## src/sv/salc_pkg.sv

```systemverilog
package salc_pkg;

  localparam int MAX_SETS_DEF = 256;
  localparam int MAX_WAYS_DEF = 8;

  localparam int ADDR_W    = 32;
  localparam int TAG_W     = 32;
  localparam int CNT_W     = 32;
  localparam int CFG_W     = 4;
  localparam int CFG_IDX_W = 2;

  localparam logic [CFG_IDX_W-1:0] REG_OFFSET_BITS = CFG_IDX_W'(0);
  localparam logic [CFG_IDX_W-1:0] REG_INDEX_BITS  = CFG_IDX_W'(1);
  localparam logic [CFG_IDX_W-1:0] REG_WAYS_IN_USE = CFG_IDX_W'(2);

  localparam logic [CFG_W-1:0] OFFSET_BITS_RST = CFG_W'(6);
  localparam logic [CFG_W-1:0] INDEX_BITS_RST  = CFG_W'(8);
  localparam logic [CFG_W-1:0] WAYS_IN_USE_RST = CFG_W'(8);

  // commands from controller to datapath
  typedef struct packed {
    logic load;
    logic cmp;
    logic upd;
    logic clr;
  } dp_cmd_t;

  // status from datapath to controller
  typedef struct packed {
    logic clr_last;
    logic out_free;
  } dp_stat_t;

endpackage

```

## src/sv/salc_ctrl.sv

```systemverilog
module salc_ctrl (
  input  logic               clk,
  input  logic               rst_n,
  input  logic               in_valid,
  output logic               in_ready,
  input  salc_pkg::dp_stat_t stat,
  output salc_pkg::dp_cmd_t  cmd
);

  import salc_pkg::*;

  typedef enum logic [3:0] {
    S_CLEAR = 4'b0001,
    S_IDLE  = 4'b0010,
    S_CMP   = 4'b0100,
    S_UPD   = 4'b1000
  } state_t;

  state_t state_r, state_nxt;

  always_comb begin
    state_nxt = state_r;
    cmd       = '0;
    in_ready  = 1'b0;
    case (state_r)
      S_CLEAR: begin
        cmd.clr = 1'b1;
        if (stat.clr_last) begin
          state_nxt = S_IDLE;
        end
      end
      S_IDLE: begin
        in_ready = 1'b1;
        if (in_valid) begin
          cmd.load  = 1'b1;
          state_nxt = S_CMP;
        end
      end
      S_CMP: begin
        cmd.cmp   = 1'b1;
        state_nxt = S_UPD;
      end
      S_UPD: begin
        if (stat.out_free) begin
          cmd.upd   = 1'b1;
          state_nxt = S_IDLE;
        end
      end
      default: begin
        state_nxt = S_CLEAR;
      end
    endcase
  end

  always_ff @(posedge clk) begin
    if (!rst_n) begin
      state_r <= S_CLEAR;
    end else begin
      state_r <= state_nxt;
    end
  end

endmodule

```

## config.mk

```make
export PLATFORM = sky130hd
export DESIGN_NAME = salc_ctrl
export DESIGN_NICKNAME = d
export VERILOG_FILES = /design/src/sv/salc_pkg.sv /design/src/sv/salc_ctrl.sv
export SDC_FILE = /design/constraint.sdc
export NUM_CORES = 1
export LEC_CHECK = 0
export BUFFER_PORTS_ARGS = -buffer_cell sky130_fd_sc_hd__buf_4
export CORE_AREA = 2 2 39 41
export DETAILED_ROUTE_END_ITERATION = 6
export DIE_AREA = 0 0 41 43
export GPL_TIMING_DRIVEN = 0
export PLACE_DENSITY = 0.35
export SLEW_MARGIN = 20
export SYNTH_ARGS = -nofsm -noshare
export SYNTH_HDL_FRONTEND = slang
export SYNTH_SLANG_ARGS = --single-unit
```

## constraint.sdc

```tcl
create_clock -name clk -period 2.5 [get_ports clk]
set_input_delay 0.25 -clock clk [delete_from_list [all_inputs] [get_ports clk]]
set_output_delay 0.25 -clock clk [all_outputs]
set_load 0.05 [all_outputs]
```

-- Word-level counts from Yosys, hierarchy flattened
Index checks and enable logic that the tools add are counted.
- output and inout port bits: 5
- register bits after elaboration: 4
- input port bits: 5
- word-level logic and storage cells: 20
- multiplexer cells: 11
- eq/ne operators: 7
- reduce and logical (&&, ||, !) cells: 1
- operators by type and width (cell ; number):
    $pmux 4 s4 ; 1
    $mux 4 ; 3
    $mux 1 ; 7
    $ne 2x2->1 const B ; 3
    $eq 4x1->1 const B ; 1
    $eq 4x2->1 const B ; 1
    $eq 4x3->1 const B ; 1
    $eq 4x4->1 const B ; 1
    $reduce_and 3->1 ; 1

-- Depth between registers and ports, before layout
Gate-level depths: netlist of the first run.
- depth after elaboration: 3
- depth in mapped cells: 4
- gate-level depth less buffers: 3

-- Worst setup path before layout of the first run
OpenSTA, ideal clock, no wires.
- path type: reg-to-output
- start: reg state_r[3]
- end: out cmd[0] (netlist bit)
- arrival: 2.092 ns
- cell stages (with the launch flop): 3
- setup slack: 0.158 ns
- cells stage by stage: dfxtp_1 > buf_4 > nor4b_1
- RTL lines (item ; line ; RTL):
    start: declaration ; salc_ctrl.sv:19 ; state_t state_r, state_nxt;
    start signal: assignment ; salc_ctrl.sv:59 ; state_r <= state_nxt;
    end: declaration ; salc_ctrl.sv:7 ; output salc_pkg::dp_cmd_t cmd

==> flow_summary.ini, run 1 <==
[global_routing]
grt.overflow.total = 0
antenna_found_initial = 0
track_usage = 0.0822
grt_pass1_vias = 228
grt_pass1_wl_um = 883
grt_max_degree = 10

[drt]
vias = 229
vias_per_cell = 4.24
drt_first_pass_iters = 4
drc = 0
ant_nets = 0
drt-total-wl_um = 545
drt_iter0_drc = 3
wire_per_inst_um = 10.1

[yosys]
synth_area_um2 = 248
yosysTopAreaCell = dfxtp_1
synth_top_area_frac = 0.323
synth_top_cells_by_area = dfxtp_1 32%, nor3b_4 7.6%, nor4b_2 6.1%
synth.avg_cell_area_um2 = 9.53
synth_seq_cells = 4
synth.distinct_cells = 20
syn_inst = 26
synth_warnings = 0
synth_nets = 31
yosysSeqAreaShare = 0.323

[timing]
setup_viol = 0
period_share = 0.655
tightest_slew_ns = 0.286
drv_slew = 0
slew_headroom = 0.809
fin_setup_tns_ns = 0
max_freq_ghz = 0.610
hold_viol_final = 0
finalClockSkew_ns = 0.00450
whs_ns = 0.261
rsz0062_at_grt = false
period_minus_slack_ns = 1.64

[setup_path]
reg2reg_from = state_r[2]
cp-end-kind = primary output
required_ns = 2.25
r2r_setup_slack_ns = 1.42
start_kind = flop
worstSetupPathType = flop to primary output
cp_data_arrival_time_ns = 1.39
r2r_cells = 3
worstPathMaxFanout = 6
crit-reg2reg-capture = state_r[0]

[die]
die_h_um = 43
fp.dieW_um = 41
start_util = 0.179
die-area_mm2 = 0.00176
coreArea_mm2 = 0.00138
ioPinCount = 10
num_rows = 14

[power_and_ir_drop]
swShare = 0.263
leakage_nw = 0.153
p_per_area_mw_per_mm2 = 512
p_clk_frac = 0.438
switching_power_uw = 48.1
ir_drop_mv = 0.296
pwr-share-comb = 0.174
seqPwrFrac = 0.388
intPower_uw = 135

[flow_run]
cap_violations = 0

[final_layout]
largest_register_ffs = 4
diodes = 0
nNetsFinal = 45
final.fill_count = 161
final_layout_size_suffix_gt1_frac = 0.474
syn2layout_area_growth_pct = 44.4
final_cell_mix = 10 x buf_4, 4 x dfxtp_1, 3 x clkbuf_4
final_common_cell = buf_4
top_register = state_r
top_regs = state_r x4

[min_path]
holdPathEnd = state_r[2]
hold_start = in_valid
min_path_type = primary input to flop
hold-path-cell-count = 2

[cts]
cts_sinks = 4
cts_tree = built
hold_buffers = 0
clock_path_buffers = 2
insertion_delay_ns = 0.24
clockRootBuffer = clkbuf_4
cts_setup_buffers = 0
cts.htree.levels = 1
cts.repair.resized = 0
clk_pin_slew_ns = 0.04
numCtsBuffers = 3

[placed_design]
io_buffers = 9
gp_congestion = 0.779

[outcome]
status = completed
power groups by stage:
stage	logic, mW	registers [mW]	clock network [mW]
after global routing	0.0340	0.0713	0.0907
after global placement	0.0320	0.0717	0
after floorplan	0.0206	0.0708	0
after CTS	0.0321	0.0708	0.0844
final	0.0319	0.0710	0.0803
after detailed placement	0.0321	0.0718	0
final cells by class:
class	count	area, um2	share of cell area
multi-input combinational	21	160	0.448
sequential	4	80.1	0.224
timing repair buffer	9	67.6	0.189
clock buffer	3	22.5	0.0629
tap	16	20.0	0.0559
buffer	1	7.51	0.0210
synthesized netlist by cell type:
cell type  instances
o21bai_1           1
and2_2             1
nor4b_1            1
nor3b_1            1
and3b_2            1
and3_1             2
nand2b_1           2
a21oi_1            1
nor3_1             1
nand2_1            1
o31a_1             1
nand3_1            1
mux2i_1            1
nor2_1             2
nor2b_1            1
dfxtp_1            4
buf_4              1
nor3b_4            1
nor4b_2            1
nor2b_2            1
worst max-delay path: stages (launching register included):
cell and delay [ns]:
dfxtp_1 0.41, nor2b_2 0.20, nor3b_4 0.20, and2_2 0.16, buf_4 0.19
how the worst max path moves through the flow:
stage | startpoint | to | slack [ns] | depth (start not counted)
after global routing | state_r[1] | cmd[3] | 0.77 | 4
after floorplan | state_r[3] | cmd[0] | 0.16 | 2
after global placement | state_r[1] | cmd[3] | 1.12 | 4
after detailed placement | state_r[1] | cmd[3] | 1.12 | 4
final | state_r[1] | cmd[3] | 0.86 | 4
after CTS | state_r[1] | cmd[3] | 0.86 | 4
per-layer routing:
layer	wire, um	part of all wire	vias up	GRT usage
met4	0	0	0	0.0200
li1	-	-	119	-
met3	63	0.12	0	0.0942
met1	223	0.41	102	0.0801
met2	258	0.47	8	0.113
met5	0	0	-	0
kinds of logic after synthesis:
kind of cell / count (synthesis) / share of synthesized area
AOI/OAI and AO/OA: 3 / 0.0859
muxes: 1 / 0.0404
and+or+nand+nor: 17 / 0.520
buffers and inverters: 1 / 0.0303
DFF: 4 / 0.323
metrics by stage:
stage	cell area [um2]	setup WS, ns	power [mW]	util	cells
CTS	358	0.860	0.187	0.259	54
finish	358	0.861	0.183	0.259	54
global route	358	0.773	0.196	0.259	54
global placement	335	1.12	0.104	0.242	51
detailed placement	335	1.12	0.104	0.242	51
floorplan	248	0.158	0.0915	-	26
Note: power is estimated with default switching activity, not from simulation.
==> run 2: changes to the inputs <==
==> constraint.sdc (replaced) <==
create_clock -name clk -period 1.6 [get_ports clk]
set_input_delay 0.16 -clock clk [delete_from_list [all_inputs] [get_ports clk]]
set_output_delay 0.16 -clock clk [all_outputs]
set_load 0.05 [all_outputs]
==> run 2 against run 1 <==
Wire length is 9.0% higher. Clock power up 52%. First-iteration DRC count rose by 33%. Total power rose by 56%. Critical path depth did not move. Utilization up 1.4 points. Via count up 2.6%. Sequential share of layout area down 0.19 points. Design area increased by 5.6%.
==> flow_summary.ini, run 2 (same netlist as run 1, synthesis figures left out) <==
[cts]
cts_sinks = 4
clockRootBuffer = clkbuf_4
numCtsBuffers = 3
clk_pin_slew_ns = 0.04
cts.repair.resized = 0
cts_tree = built
hold_buffers = 0
insertion_delay_ns = 0.23
cts_setup_buffers = 0
clock_path_buffers = 2
cts.htree.levels = 1

[drt]
drt_iter0_drc = 4
vias = 235
drt-total-wl_um = 594
drt_first_pass_iters = 2
wire_per_inst_um = 11.0
drc = 0
ant_nets = 0
vias_per_cell = 4.35

[global_routing]
grt_pass1_wl_um = 972
track_usage = 0.0894
grt_max_degree = 10
antenna_found_initial = 0
grt.overflow.total = 0
grt_pass1_vias = 232

[setup_path]
required_ns = 1.44
worstPathCellList = nor2b_2 -> nor3b_4 -> and2_4 -> buf_4
worstSetupPathType = flop to primary output
critical-path-max-stage-delay_ns = 0.37
cp_slowest_cell = dfxtp_4
cp_data_arrival_time_ns = 1.35
worstPathMaxFanout = 6
r2r_setup_slack_ns = 0.48
crit-reg2reg-capture = state_r[0]
start_kind = flop
r2r_cells = 3
reg2reg_from = state_r[0]
cp-end-kind = primary output

[power_and_ir_drop]
seqPwrFrac = 0.393
p_per_area_mw_per_mm2 = 756
switching_power_uw = 73.6
leakage_nw = 0.157
ir_drop_mv = 0.472
swShare = 0.258
intPower_uw = 212
p_clk_frac = 0.427
pwr-share-comb = 0.180
fin_total_pwr_uw = 286

[final_layout]
largest_register_ffs = 4
final_layout_size_suffix_gt1_frac = 0.526
final.fill_count = 145
top_register = state_r
syn2layout_area_growth_pct = 52.5
top_regs = state_r x4
diodes = 0
final_core_util = 0.273
final_cell_mix = 10 x buf_4, 3 x clkbuf_4, 3 x dfxtp_1
final_common_cell = buf_4
nNetsFinal = 45

[timing]
max_freq_ghz = 0.664
tightest_slew_ns = 0.329
period_share = 0.941
finalClockSkew_ns = 0.00367
drv_slew = 0
slew_headroom = 0.780
rsz0062_at_grt = false
fin_setup_tns_ns = 0
setup_viol = 0
hold_viol_final = 0
period_minus_slack_ns = 1.51

[die]
die_h_um = 43
ioPinCount = 10
die-area_mm2 = 0.00176
num_rows = 14
start_util = 0.179
fp.dieW_um = 41
coreArea_mm2 = 0.00138

[outcome]
status = completed

[placed_design]
io_buffers = 9
gp_congestion = 0.729

[min_path]
min_path_type = primary input to flop
holdPathEnd = state_r[2]
hold-path-cell-count = 2
hold_start = in_valid

[flow_run]
cap_violations = 0
[run 2: cell count changes in the layout (fill, tap and decap cells not counted)]
cell     previous run  this run
dfxtp_1             4         3
nor4b_1             1         0
nor4b_4             0         1
and2_2              1         0
dfxtp_4             0         1
and2_4              0         1
[run 2: area by class of cell]
type                       count  area (um2)  area share
timing repair buffer           9        67.6       0.179
sequential                     4        83.8       0.222
tap                           16        20.0      0.0530
clock buffer                   3        22.5      0.0596
multi-input combinational     21         176       0.467
buffer                         1        7.51      0.0199
[run 2: power groups by stage]
stage | clock [mW] | sequential (mW) | combinational [mW]
after floorplan | 0 | 0.113 | 0.0339
after global placement | 0 | 0.114 | 0.0516
after detailed placement | 0 | 0.114 | 0.0519
after CTS | 0.128 | 0.113 | 0.0519
after global routing | 0.138 | 0.113 | 0.0556
final | 0.122 | 0.112 | 0.0515
[run 2: worst max path at each step]
| stage | from | end | slack [ns] | depth (start not counted) |
|---|---|---|---|---|
| 2_1_floorplan | state_r[1] | cmd[3] | 0.03 | 3 |
| 6_report | state_r[1] | cmd[3] | 0.09 | 4 |
| 5_1_grt | state_r[1] | cmd[3] | 0.03 | 4 |
| 3_5_place_dp | state_r[1] | cmd[3] | 0.31 | 4 |
| 3_3_place_gp | state_r[1] | cmd[3] | 0.33 | 4 |
| 4_1_cts | state_r[1] | cmd[3] | 0.06 | 4 |
[run 2: per-layer routing]
layer | GRT usage | part of all wire | vias up
li1 | - | - | 119
met1 | 0.106 | 0.44 | 107
met2 | 0.109 | 0.45 | 9
met3 | 0.0942 | 0.10 | 0
met4 | 0.0200 | 0 | 0
met5 | 0 | 0 | -
[run 2: worst max-delay path, delay by kind of cell (launching register included)]
kind | cells | cell delay, ns
AND/OR/NAND/NOR | 3 | 0.57
flip-flops | 1 | 0.37
buffers and inverters | 1 | 0.18
[run 2: per-stage QoR]
step / hold WS, ns / cell area [um2] / worst slack [ns] / std cells
2_1_floorplan: 0.306 / 265 / 0.0314 / 26
3_3_place_gp: 0.417 / 353 / 0.334 / 51
3_5_place_dp: 0.417 / 353 / 0.307 / 51
4_1_cts: 0.171 / 375 / 0.0572 / 54
5_1_grt: 0.169 / 378 / 0.0317 / 54
6_report: 0.176 / 378 / 0.0936 / 54
